$ cat src/sv/mpfd_pkg.sv
// Shared types and constants of the monochrome page framebuffer drawing engine.
`default_nettype none

package mpfd_pkg;

   localparam int DEFAULT_PANEL_WIDTH  = 128;
   localparam int DEFAULT_PANEL_HEIGHT = 64;
   localparam int PAGE_ROWS            = 8;
   // Row index inside a page.
   localparam int ROW_BITS             = 3;
   // Wide enough for any coordinate on panels of up to 256 by 256 pixels.
   localparam int COORD_W              = 8;
   // Signed span arithmetic on 10-bit corners and sizes without overflow.
   localparam int SPAN_W               = 13;
   localparam int QUEUE_DEPTH          = 2;

   typedef enum logic [2:0] {
      OP_PIXEL   = 3'd0,
      OP_FILL    = 3'd1,
      OP_OUTLINE = 3'd2,
      OP_CLEAR   = 3'd3,
      OP_READ    = 3'd4
   } op_type;

   typedef enum logic [1:0] {
      KIND_FILL  = 2'd0,
      KIND_CLEAR = 2'd1,
      KIND_READ  = 2'd2,
      KIND_NOP   = 2'd3
   } kind_type;

   // One unit of work for the back end: a clipped rectangle, a read, a clear or a no-op.
   typedef struct packed {
      kind_type           kind;
      logic               empty;
      logic               color;
      logic               last;
      logic [COORD_W-1:0] xs;
      logic [COORD_W-1:0] xe;
      logic [COORD_W-1:0] ys;
      logic [COORD_W-1:0] ye;
   } entry_type;

   typedef struct packed {
      logic full;
      logic empty;
   } queue_status_type;

endpackage

`default_nettype wire

$ cat src/sv/mpfd_queue.sv
// Short command queue between the front end and the drawing back end.
`default_nettype none

module mpfd_queue
   import mpfd_pkg::*;
(
   input  logic             clock,
   input  logic             reset,
   input  logic             push,
   input  entry_type        push_entry,
   input  logic             pop,
   output entry_type        head,
   output queue_status_type status
);

   localparam int PTR_W = (QUEUE_DEPTH > 1) ? $clog2(QUEUE_DEPTH) : 1;
   localparam int CNT_W = $clog2(QUEUE_DEPTH + 1);
   localparam logic [PTR_W-1:0] PTR_LAST = PTR_W'(QUEUE_DEPTH - 1);
   localparam logic [CNT_W-1:0] CNT_FULL = CNT_W'(QUEUE_DEPTH);

   entry_type        slot_ff [QUEUE_DEPTH];
   logic [PTR_W-1:0] wr_ptr_ff, wr_ptr_in;
   logic [PTR_W-1:0] rd_ptr_ff, rd_ptr_in;
   logic [CNT_W-1:0] count_ff, count_in;
   logic             do_push, do_pop;

   assign status.full  = (count_ff == CNT_FULL);
   assign status.empty = (count_ff == '0);
   assign do_push      = push && !status.full;
   assign do_pop       = pop && !status.empty;
   assign head         = slot_ff[rd_ptr_ff];

   always_comb begin
      wr_ptr_in = wr_ptr_ff;
      rd_ptr_in = rd_ptr_ff;
      count_in  = count_ff;
      if (do_push) begin
         wr_ptr_in = (wr_ptr_ff == PTR_LAST) ? '0 : wr_ptr_ff + 1'b1;
      end
      if (do_pop) begin
         rd_ptr_in = (rd_ptr_ff == PTR_LAST) ? '0 : rd_ptr_ff + 1'b1;
      end
      if (do_push && !do_pop) begin
         count_in = count_ff + 1'b1;
      end else if (do_pop && !do_push) begin
         count_in = count_ff - 1'b1;
      end
   end

   always_ff @(posedge clock) begin
      if (reset) begin
         wr_ptr_ff <= '0;
         rd_ptr_ff <= '0;
         count_ff  <= '0;
      end else begin
         wr_ptr_ff <= wr_ptr_in;
         rd_ptr_ff <= rd_ptr_in;
         count_ff  <= count_in;
      end
   end

   always_ff @(posedge clock) begin
      if (do_push) begin
         slot_ff[wr_ptr_ff] <= push_entry;
      end
   end

endmodule

`default_nettype wire

$ cat config.mk
export PLATFORM = sky130hd
export DESIGN_NAME = mpfd_queue
export DESIGN_NICKNAME = d
export VERILOG_FILES = /design/src/sv/mpfd_pkg.sv /design/src/sv/mpfd_queue.sv
export SDC_FILE = /design/constraint.sdc
export NUM_CORES = 1
export LEC_CHECK = 0
export ABC_AREA = 1
export BUFFER_PORTS_ARGS = -buffer_cell sky130_fd_sc_hd__buf_2
export CAP_MARGIN = 20
export CORE_ASPECT_RATIO = 1.5
export CORE_MARGIN = 2
export CORE_UTILIZATION = 35
export CTS_BUF_LIST = sky130_fd_sc_hd__clkbuf_4
export DETAILED_ROUTE_END_ITERATION = 12
export GPL_TIMING_DRIVEN = 0
export SLEW_MARGIN = 10
export SYNTH_ARGS = -nofsm -noshare
export SYNTH_HDL_FRONTEND = slang
export SYNTH_SLANG_ARGS = --single-unit
export TNS_END_PERCENT = 50
$ cat constraint.sdc
create_clock -name clock -period 4.25 [get_ports clock]
set_clock_uncertainty 0.2 [all_clocks]
set_input_delay 0.6375 -clock clock [delete_from_list [all_inputs] [get_ports clock]]
set_output_delay 0.6375 -clock clock [all_outputs]
set_load 0.02 [all_outputs]
# Yosys cells after proc, flatten, opt, wreduce, memory -nomap -nowiden
# Memories as Yosys holds them, arrays and structs flattened. A register that Yosys moved wholly into a read port is not among the register bits.
# Cells that the tools add are included.
# word_totals
regBits,4
mem_bits_rw,74
inputBits,41
out_inout_bits,39
mem_count,1
# memory_table
memory,words,word_bits,rd,rd_ports_with_merged_regs,wr,line,text
slot_ff,2,37,1,1,1,mpfd_queue.sv:21,entry_type slot_ff [QUEUE_DEPTH];
# op_classes
add_sub_neg,4
n_eq_ne,1
n_mux,8
reduce_logical,10
# op_table
cell,n
$mux 1,6
$logic_and 1x1->1,4
$logic_not 1->1,4
$mux 2,2
$add 1x1->1 const B,2
$add 2x1->2 const B,1
$eq 2x2->1 const B,1
$logic_not 2->1,1
$reduce_bool 2->1,1
$sub 2x1->2 const B,1

# Depth between registers and ports, before layout
# depth
depth_word,7
ltp_mapped,10

# Worst setup path after synthesis
# Ideal clock, no wire load.
# synth_timing
path_type,input -> register
from,in push
to,"mem slot_ff[0][0] (netlist name), enable pin"
setup_ps,431
arrival_time_ps,2268
required_time_ps,3619
path_slack_ps,1351
stages,2
n_path_buf,0
path_cell_list,o21ai_2 > nor2_1
# synth_between
elab_chain_cells,3
# synth_rtl
item,line,text
start: declaration,mpfd_queue.sv:9,"input logic push,"
$logic_and 1x1->1,mpfd_queue.sv:29,assign do_push = push && !status.full;
$mux 1,mpfd_queue.sv:63,if (do_push) begin
$mux 1 (implied by the code),mpfd_queue.sv:64,slot_ff[wr_ptr_ff] <= push_entry;
end: declaration,mpfd_queue.sv:21,
# No other way between the ends.

==> metrics.txt <==
setup violators final 0; max frequency between 400 and 500 MHz; Maximum Capacitance Violations 0; hold_sp push_entry[4]; layout net count between 200 and 300; Avg Synthesized Cell Area between 20 and 25 µm²; CTS Buf Count 9; fraction of layout cells with a size suffix above 1 between 50% and 60%; antenna violations before repair 0; global-route wire length before repair a little over 8 mm; CP top delay family buffers and inverters; Net Switching approximately 0.00066 W; crit-path max cell delay between 0.3 and 0.4 ns; syn nets about 190; routability cong. 0.772; #FFs+latches synth between 70 and 80; RSZ-0062 raised after global routing no; hold buffer count at cts 0; Rows just over 40; Overflow after GRT 0; Pre-Repair DR Iteration Count 4; setup_tns 0 ns; post-CTS sizing 0; Cells after Synth about 150; Final Critical Period 2.41 ns; Synth warnings 0; status completed; Finished Layout Cells between 300 and 400; die height 119 µm; Crit Path Class flop to primary output; Switching Fraction between 20 and 30%; Cell Chain, Critical Path buf_6 > buf_12 > mux2_4 > buf_2; number of DRC markers in iteration 0 66; register area share after synthesis 75.6%; Gate power share a little under a third; slowest cell on the critical path dfxtp_1; Total GRT Usage 12.0%; CTS root buf clkbuf_4; Port-buffer cells about 80; Antenna diodes 0; DPL Wire Length roughly 3.6 mm; DP Cell Count 340; Critical Path AT about 1.6 ns; via count between 1500 and 2000; cell internal pwr around 0.0016 W; CP Buf/Inv Count 3; Worst Setup Start Kind flop; Hold Crit Class input port to flop; PwrDens ~600 nW/µm²; Initial Util 36.3%; Fin. Hold Viols 0; fillcell total between 700 and 800; R2R setup slack approximately 2.4 ns; largest net degree at the start of global routing 22; WP data required ~3.4 ns; Crit. End Element primary output; Core ar. between 8000 and 9000 µm²; CTS Buffer Depth 2; Reg power frac 44.9%; drt via density 4.43; Routed Antenna Nets 0; Synth Cell Area approximately 3100 µm²; CTS tree built; LEAKAGE around 1.5 nW; VDD IR max 0.299 mV; Power Total 0.00227 W; Final period util 56.7%; H-tree Lvls 3; vias in the first global route between 1500 and 2000; clock sink total between 70 and 80; crit-path max FO 10; DIE AREA around 9600 µm²; # DRC 0; DIE WIDTH around 80 µm; IO Count 80; Distinct cells, synth 17; Critical R2R Launch count_ff[0]; Worst-Margin Slew between 0.5 and 0.6 ns; wire length per cell 14.6 µm; Post-CTS Setup Bufs 0; Clock Pin Slew Worst Setup and Hold Paths 0.13 ns; synthesis-to-finish area growth 25.4%; Final Max Slew Viols 0; worst skew pair latency approximately 0.42 ns; max_slew headroom approximately three fifths; Clock Power Share between 20% and 30%; Routed WL around 5.2 mm
registers in the layout (all words and copies together), names as in the netlist, named ones only:
| signal | count |
|---|---|
| rd_ptr_ff | 1 |
| slot_ff | 74 |
| count_ff | 2 |
| wr_ptr_ff | 1 |
through the flow:
step                      setup slack [ns]  area, µm²  utilization (%)  hold slack [ns]
after floorplan                       1.35       3070                -            0.275
after global placement               0.237       3600             42.6            0.290
after detailed placement              2.14       3670             43.4            0.348
after CTS                             1.78       3850             45.5            0.153
after global routing                  1.73       3850             45.5            0.156
final                                 1.84       3850             45.5            0.193
worst paths after layout:
kind	to	depth (start not counted)
max reg2reg	slot_ff[0][35]	3
min reg2reg	wr_ptr_ff	2
min	slot_ff[0][4]	1
max	head[5]	4
final cells by class:
cell class                      instances  area (µm²)  share of cell area (%)
Clock buffer                           11        82.6                    2.14
Sequential cell                        79        2320                    60.3
Multi-Input combinational cell         60         661                    17.1
Buffer                                  4        71.3                    1.85
Clock inverter                          5        98.8                    2.56
Inverter                                9        33.8                   0.877
Timing Repair Buffer                   81         450                    11.7
Tap cell                              107         134                    3.47
synthesized netlist by cell type:
| library cell | number | area share [%] |
|---|---|---|
| edfxtp_1 | 74 | 72 |
| mux2_4 | 30 | 15 |
| nor2_1 | 9 | 1.1 |
| inv_1 | 8 | 0.98 |
| mux2_2 | 7 | 2.6 |
| dfxtp_1 | 5 | 3.3 |
| nand2_1 | 4 | 0.49 |
| buf_12 | 3 | 2.0 |
| o21ai_0 | 3 | 0.49 |
| o21ai_2 | 2 | 0.57 |
| a21oi_1 | 1 | 0.16 |
| and2_1 | 1 | 0.20 |
| buf_6 | 1 | 0.37 |
| ha_1 | 1 | 0.41 |
| inv_2 | 1 | 0.12 |
| nand3_1 | 1 | 0.16 |
| nand4_1 | 1 | 0.20 |
cell usage in the layout, fill, tap and decap left out, types with 2 or more instances in the layout:
master / instances
o21ai_0: 3
dfxtp_1: 5
nor2_1: 7
bufinv_16: 3
edfxtp_1: 74
mux2_2: 7
nor2_4: 2
buf_12: 3
inv_1: 8
buf_2: 79
mux2_4: 30
buf_16: 2
o21ai_2: 2
clkbuf_4: 11
nand2_1: 4
worst register-to-register path: stages (launching register included):
cell,delay (ns)
dfxtp_1,0.48
o21ai_2,0.17
nor2_4,0.47
buf_16,0.25
power by group through the flow:
stage               Sequential [W]  Clock [W]  Combinational (W)
floorplan                  0.00103          0           0.000504
detailed placement         0.00104          0           0.000717
CTS                        0.00102   0.000572           0.000719
finish                     0.00102   0.000550           0.000703
global route               0.00103   0.000600           0.000762
global placement           0.00104          0           0.000679
metal layers:
layer | wire length (µm) | global-route usage (%) | vias to the layer above
met5 | 0 | 0 | -
met4 | 205 | 9.11 | 0
met3 | 206 | 2.29 | 15
met2 | 2870 | 20.8 | 53
met1 | 1920 | 12.5 | 750
li1 | - | - | 760
cells by family after synthesis:
group	synth area share [%]
buffers and inverters	3.42
multiplexers	17.2
flip-flops	75.6
adder cells (fa/ha/maj)	0.407
AO/OA/AOI/OAI	1.22
AND/OR/NAND/NOR	2.16
No activity file was read; power rests on OpenSTA's default activity.
