==> src/sv/mpfd_pkg.sv <==
// Shared types and constants of the monochrome page framebuffer drawing engine.
`default_nettype none

package mpfd_pkg;

   localparam int DEFAULT_PANEL_WIDTH  = 128;
   localparam int DEFAULT_PANEL_HEIGHT = 64;
   localparam int PAGE_ROWS            = 8;
   // Row index inside a page.
   localparam int ROW_BITS             = 3;
   // Wide enough for any coordinate on panels of up to 256 by 256 pixels.
   localparam int COORD_W              = 8;
   // Signed span arithmetic on 10-bit corners and sizes without overflow.
   localparam int SPAN_W               = 13;
   localparam int QUEUE_DEPTH          = 2;

   typedef enum logic [2:0] {
      OP_PIXEL   = 3'd0,
      OP_FILL    = 3'd1,
      OP_OUTLINE = 3'd2,
      OP_CLEAR   = 3'd3,
      OP_READ    = 3'd4
   } op_type;

   typedef enum logic [1:0] {
      KIND_FILL  = 2'd0,
      KIND_CLEAR = 2'd1,
      KIND_READ  = 2'd2,
      KIND_NOP   = 2'd3
   } kind_type;

   // One unit of work for the back end: a clipped rectangle, a read, a clear or a no-op.
   typedef struct packed {
      kind_type           kind;
      logic               empty;
      logic               color;
      logic               last;
      logic [COORD_W-1:0] xs;
      logic [COORD_W-1:0] xe;
      logic [COORD_W-1:0] ys;
      logic [COORD_W-1:0] ye;
   } entry_type;

   typedef struct packed {
      logic full;
      logic empty;
   } queue_status_type;

endpackage

`default_nettype wire

==> src/sv/mpfd_front.sv <==
// Front end: accepts commands, clips them to the panel and splits outlines into four spans.
`default_nettype none

module mpfd_front
   import mpfd_pkg::*;
#(
   parameter int PANEL_WIDTH  = DEFAULT_PANEL_WIDTH,
   parameter int PANEL_HEIGHT = DEFAULT_PANEL_HEIGHT
) (
   input  logic                    clock,
   input  logic                    reset,
   input  logic                    req_valid,
   output logic                    req_stall,
   input  logic [2:0]              req_op,
   input  logic signed [9:0]       req_x,
   input  logic signed [9:0]       req_y,
   input  logic signed [9:0]       req_w,
   input  logic signed [9:0]       req_h,
   input  logic                    req_color,
   input  logic                    init_busy,
   input  queue_status_type        q_status,
   output logic                    q_push,
   output entry_type               q_entry
);

   localparam logic [1:0] SEG_TOP    = 2'd0;
   localparam logic [1:0] SEG_BOTTOM = 2'd1;
   localparam logic [1:0] SEG_LEFT   = 2'd2;
   localparam logic [1:0] SEG_RIGHT  = 2'd3;

   localparam logic signed [SPAN_W-1:0] ONE  = SPAN_W'(1);
   localparam logic signed [SPAN_W-1:0] ZERO = SPAN_W'(0);
   localparam logic signed [SPAN_W-1:0] PW   = SPAN_W'(PANEL_WIDTH);
   localparam logic signed [SPAN_W-1:0] PH   = SPAN_W'(PANEL_HEIGHT);

   logic [1:0] seg_ff, seg_in;

   logic signed [SPAN_W-1:0] x, y, w, h;
   logic signed [SPAN_W-1:0] sx, sy, sw, sh;
   logic signed [SPAN_W-1:0] x0, y0, x1, y1, xl, yl;
   logic                     nx, ny, last;

   assign x = SPAN_W'(req_x);
   assign y = SPAN_W'(req_y);
   assign w = SPAN_W'(req_w);
   assign h = SPAN_W'(req_h);

   always_comb begin
      sx = x;
      sy = y;
      sw = ONE;
      sh = ONE;
      case (req_op)
         OP_FILL: begin
            sw = w;
            sh = h;
         end
         OP_OUTLINE: begin
            // The outline is the union of two rows and two columns, each a one-pixel fill.
            case (seg_ff)
               SEG_TOP: begin
                  sw = w;
               end
               SEG_BOTTOM: begin
                  sy = y + h - ONE;
                  sw = w;
               end
               SEG_LEFT: begin
                  sh = h;
               end
               default: begin
                  sx = x + w - ONE;
                  sh = h;
               end
            endcase
         end
         default: begin
         end
      endcase
   end

   always_comb begin
      x0 = (sx < ZERO) ? ZERO : sx;
      y0 = (sy < ZERO) ? ZERO : sy;
      x1 = sx + sw;
      y1 = sy + sh;
      if (x1 > PW) begin
         x1 = PW;
      end
      if (y1 > PH) begin
         y1 = PH;
      end
      xl = x1 - ONE;
      yl = y1 - ONE;
      nx = x1 > x0;
      ny = y1 > y0;
   end

   assign last = (req_op != OP_OUTLINE) || (seg_ff == SEG_RIGHT);

   always_comb begin
      q_entry.empty = !(nx && ny);
      q_entry.color = req_color;
      q_entry.last  = last;
      q_entry.xs    = x0[COORD_W-1:0];
      q_entry.xe    = xl[COORD_W-1:0];
      q_entry.ys    = y0[COORD_W-1:0];
      q_entry.ye    = yl[COORD_W-1:0];
      case (req_op)
         OP_PIXEL, OP_FILL, OP_OUTLINE: q_entry.kind = KIND_FILL;
         OP_CLEAR:                      q_entry.kind = KIND_CLEAR;
         OP_READ:                       q_entry.kind = KIND_READ;
         default:                       q_entry.kind = KIND_NOP;
      endcase
   end

   assign q_push    = req_valid && !init_busy && !q_status.full;
   assign req_stall = init_busy || q_status.full || !last;

   always_comb begin
      seg_in = seg_ff;
      if (q_push) begin
         seg_in = last ? SEG_TOP : seg_ff + 2'd1;
      end
   end

   always_ff @(posedge clock) begin
      if (reset) begin
         seg_ff <= SEG_TOP;
      end else begin
         seg_ff <= seg_in;
      end
   end

endmodule

`default_nettype wire

==> config.mk <==
export PLATFORM = sky130hd
export DESIGN_NAME = mpfd_front
export DESIGN_NICKNAME = d
export VERILOG_FILES = /design/src/sv/mpfd_pkg.sv /design/src/sv/mpfd_front.sv
export SDC_FILE = /design/constraint.sdc
export NUM_CORES = 1
export LEC_CHECK = 0
export BUFFER_PORTS_ARGS = -buffer_cell sky130_fd_sc_hd__buf_2
export CAP_MARGIN = 30
export CORE_MARGIN = 2
export CORE_UTILIZATION = 50
export DETAILED_ROUTE_END_ITERATION = 6
export HOLD_SLACK_MARGIN = 0.15
export PLACE_DENSITY = 0.74
export SYNTH_ARGS = -nofsm -noshare
export SYNTH_HDL_FRONTEND = slang
export SYNTH_SLANG_ARGS = --single-unit
==> constraint.sdc <==
create_clock -name clock -period 8.5 [get_ports clock]
set_clock_uncertainty 0.2 [all_clocks]
set_input_delay 1.275 -clock clock [delete_from_list [all_inputs] [get_ports clock]]
set_output_delay 1.275 -clock clock [all_outputs]
set_load 0.02 [all_outputs]
After elaboration in Yosys (flattened, before gate mapping)
Index checks and enable logic that the tools add are counted.

$add $sub $neg: 9. Reduce and logical (&&, ||, !) cells: 15. Eq/ne operators: 8. Muxes and demuxes: 14. Order comparisons: 6.

Operators by type and width (number): $mux 13 (10); $pmux 13 s2 (2); $add 13x13->13 (2); $gt 13x13->1 (2); $lt 13x1->1 const B (2); $sub 11x2->12 const B (2); $add 10x10->11 (2); $sub 8x2->8 const B (2); $gt 13x8->1 const B (1); $gt 13x9->1 const B (1); $eq 3x2->1 const B (2); $pmux 2 s3 (1); $reduce_or 3->1 (2); $eq 2x2->1 const B (2); $logic_not 1->1 (4); $eq 3x1->1 const B (1); $eq 3x3->1 const B (1); $logic_and 1x1->1 (3); $logic_not 3->1 (1); $logic_or 1x1->1 (3); $ne 3x2->1 const B (1); $add 2x1->2 const B (1); $eq 2x1->1 const B (1); $logic_not 2->1 (1); other kinds (2) (2).

Flip-flop bits (word level): 2.

Logic depth before layout (Yosys ltp)
Depth in word-level cells: 10. Mapped depth: 32.

Worst setup path after synthesis
No wires, ideal clock.

Path kind: input to output. From: input port req_y[1]. To: output port q_entry[34] (netlist name). Path buffers: 1. Slack: 0.243 ns. Required time: 7.025 ns. Arrival time: 6.782 ns. Cell stages on the path: 31. Cell sequence: inv_1 -> ha_1 -> inv_1 -> ha_1 -> fa_1 -> a21o_1 -> a21oi_1 -> o21bai_1 -> a21oi_1 -> xnor2_1 -> nor2_1 -> a21oi_1 -> inv_1 -> ha_1 -> and3_1 -> a2111oi_0 -> nand3_1 -> and3_1 -> a41oi_1 -> clkbuf_1 -> nand2b_1 -> inv_1 -> ha_1 -> nor2b_1 -> o21a_1 -> o21ai_0 -> a211o_1 -> o21ai_0 -> o2111ai_1 -> a2111oi_2 -> o211ai_1.

RTL lines: start, declared (RTL line mpfd_front.sv:16) `input logic signed [9:0] req_y,`; end, declared (RTL line mpfd_front.sv:23) `output entry_type q_entry`.

==> results.py <==
metrics = {
    "finish": {
        "fin_nets": 909,
        "final_cell_mix": "108 x inv_1, 85 x ha_1, 84 x buf_2",
        "biggestRegsByFlops": "seg_ff x2",
        "drive_gt1_share_pct": 24.9,
        "antenna_cells": 0,
        "final-seq-area_um2": 40.0,
        "fillers": 806,
        "largest_register_ffs": 2,
        "area_delta_synth_final_pct": 24.9,
        "multiInputGateArea_mm2": 0.00411,
        "regMostFlops": "seg_ff",
        "final_common_cell": "inv_1",
    },
    "logic_synthesis": {
        "yosys.cell_types.count": 66,
        "ys_seq_area_share_pct": 0.910,
        "muxShareOfSynthArea_pct": 2.11,
        "synth_top_family_by_area": "adder cells",
        "async_flop_share_pct": 0,
        "syn_inst": 646,
        "synthAdderAreaFrac_pct": 27.9,
        "synth_compound_area_share_pct": 25.3,
        "syn_avg_cell_area_um2": 6.81,
        "synth_area_mm2": 0.00440,
        "synthXorXnorAreaFrac_pct": 6.37,
        "ys.flop_type": "dfxtp_1",
        "synth_nets": 790,
        "yosysWarnings": 0,
        "synth_edf_count": 0,
        "ys_ff_latch": 2,
        "synthSimpleGateAreaFrac_pct": 26.7,
    },
    "setup_path": {
        "max_stage_delay_ns": 0.42,
        "worstPathRequired_ns": 7.03,
        "critPathSlowestCell": "o21ai_0",
        "crit_buf_inv": 6,
        "start_kind": "input port",
        "r2r_start": "seg_ff[0]$_SDFFE_PP0P_",
        "crit_arrival_ns": 6.85,
        "reg2reg_to": "seg_ff[0]$_SDFFE_PP0P_",
        "crit_fanout": 13,
        "ff2ff_path_depth": 5,
        "cp-end-kind": "output port",
        "cp_top_family": "compound AO/OA/AOI/OAI gates",
        "rrSetupSlack_ns": 6.98,
        "crit_top_cell": "inv_1",
        "crit_type": "in -> out",
    },
    "timing": {
        "final_max_slew_viol_count": 0,
        "max_slew_margin_pct": 62.0,
        "fin_crit_sh_pct": 97.9,
        "hold_violations": 0,
        "max_freq_mhz": 120,
        "worstMarginPinSlew_ns": 0.555,
        "whs_ns": 0.353,
        "fin_crit_ns": 8.32,
        "finalSetupViolations": 0,
    },
    "detailed_routing": {
        "drt-total-wl_um": 11300,
        "viasPerCell": 5.49,
        "drc": 0,
        "drt-pass1-iter-count": 4,
        "drt_iter0_drc": 141,
        "drtAntennaViolNets": 0,
        "wire_per_inst_um": 12.9,
        "dr_total_vias": 4786,
    },
    "grt": {
        "grt_pass1_vias": 4556,
        "grt_pass1_wl_um": 18900,
        "grt_max_degree": 19,
        "antenna_found_initial": 0,
        "grt_usage_pct": 22.2,
        "grt_overflow": 0,
    },
    "die": {
        "rows": 34,
        "core_mm2": 0.00864,
        "die_w_um": 97.8,
        "dieArea_mm2": 0.00956,
        "die_h_um": 97.8,
        "ioPinCount": 89,
        "start_util_pct": 50.9,
    },
    "power_and_ir_drop": {
        "power.leakage_nw": 2.89,
        "power_mw": 0.465,
        "p_per_area_mw_per_mm2": 84.7,
        "ir_worst_vdd_mv": 0.0419,
    },
    "clock_network": {
        "clock-root-buffer": "clkbuf_8",
        "clockBufferDepth": 2,
        "ctsHtreeMaxLevel": 1,
        "postCtsHoldBufs": 0,
        "clkTransAtPathRegs_ns": 0.03,
        "numCtsBuffers": 3,
        "clk_latency_ns": 0.20,
        "cts_tree": "built",
        "cts.sinks": 2,
    },
    "outcome": {
        "status": "complete, no violations",
    },
    "placed_design": {
        "place_congestion": 0.914,
        "dp_hpwl_um": 9480,
        "port_buffers": 85,
    },
    "min_path": {
        "holdPathEnd": "seg_ff[1]$_SDFFE_PP0P_",
        "hold_class": "reg -> reg",
        "hold_depth": 2,
        "holdCritStartpoint": "seg_ff[1]$_SDFFE_PP0P_",
    },
    "flow_run": {
        "max_cap_violations": 0,
    },
}
cells by family (layout without fill, tap and decap cells):
kind of cell | count (synthesis) | count (layout)
AO/OA/AOI/OAI | 163 | 163
XOR/XNOR | 32 | 32
adder cells (fa/ha/maj) | 96 | 96
buffers and inverters | 124 | 241
flip-flops | 2 | 2
multiplexers | 9 | 9
AND/OR/NAND/NOR | 220 | 220
metal layers:
layer  wire (um)  track usage, %  vias to the layer above
met5           0               0                        -
met4          72            3.21                        0
li1            -               -                     2502
met3         265            1.43                        8
met2        5980            44.0                       86
met1        4940            26.6                     2190
cell type report:
class | count | area share (%)
multi-input cells | 520 | 74.8
repair buffers | 128 | 13.7
inverters | 110 | 7.52
well taps | 108 | 2.46
clock buffers | 3 | 0.752
flip-flops and latches | 2 | 0.729
synthesized netlist by cell type, types with 3 or more instances:
| master | count | share of area [%] |
|---|---|---|
| a2111oi_0 | 3 | 0.60 |
| inv_1 | 110 | 9.4 |
| a211o_1 | 6 | 1.2 |
| o21bai_1 | 6 | 1.0 |
| xnor2_1 | 18 | 3.6 |
| nand2b_1 | 22 | 3.1 |
| o21a_1 | 10 | 1.7 |
| and2_1 | 22 | 3.1 |
| or2_2 | 7 | 1.0 |
| mux2i_1 | 7 | 1.6 |
| a211oi_1 | 13 | 2.2 |
| nand2_1 | 34 | 2.9 |
| fa_1 | 4 | 1.8 |
| nor2b_1 | 11 | 1.6 |
| o211ai_1 | 5 | 0.85 |
| nor3_1 | 18 | 2.0 |
| nand4_1 | 6 | 0.85 |
| and3_1 | 8 | 1.1 |
| nand3_1 | 9 | 1.0 |
| nor3b_1 | 4 | 0.68 |
| o22ai_1 | 4 | 0.57 |
| ha_1 | 90 | 26 |
| clkbuf_1 | 10 | 0.85 |
| a21oi_1 | 39 | 4.4 |
| xor2_1 | 14 | 2.8 |
| nor2_1 | 56 | 4.8 |
| o2bb2ai_1 | 3 | 0.60 |
| o21ai_0 | 34 | 3.9 |
| a21o_1 | 18 | 3.1 |
| or3_1 | 3 | 0.43 |
through the flow:
| step | utilization, % | setup slack, ns | instances | TNS (ns) | cell area [um2] |
|---|---|---|---|---|---|
| floorplan | - | 0.243 | 646 | 0 | 4400 |
| global placement | 59.5 | -0.0641 | 857 | -0.0641 | 5140 |
| detailed placement | 59.5 | -0.313 | 857 | -0.313 | 5140 |
| CTS | 60.7 | 0.0234 | 860 | 0 | 5240 |
| global route | 63.6 | -0.0250 | 871 | -0.0250 | 5490 |
| finish | 63.6 | 0.175 | 871 | 0 | 5490 |
report_power, final:
group | internal, mW | switching (mW) | total, mW
logic | 0.188 | 0.232 | 0.420
registers | 0.00953 | 0.0000894 | 0.00962
clock network | 0.0298 | 0.00614 | 0.0360
how the worst max path moves through the flow:
stage,startpoint,endpoint,slack [ns],depth (start not counted)
finish,req_x[1],q_entry[34],0.18,28
detailed placement,req_y[1],q_entry[34],-0.31,33
CTS,req_w[1],q_entry[34],0.02,28
floorplan,req_y[1],q_entry[34],0.24,31
global route,req_y[1],q_entry[34],-0.03,33
global placement,req_y[1],q_entry[34],-0.06,33
tightest hold or removal path: stages, from the launching register on:
cell and delay (ns):
dfxtp_1 0.33, a21oi_1 0.13, nor2_1 0.04
what timing repair did:
item | 4_1_cts | 5_1_grt
pin swaps | 1 | 20
hold endpoints to repair | 0 | 0
buffers inserted | 0 | 11
gates resized for setup | 11 | 41
endpoints found under the setup margin | 1 | 2
No activity file was read; power rests on OpenSTA's default activity.
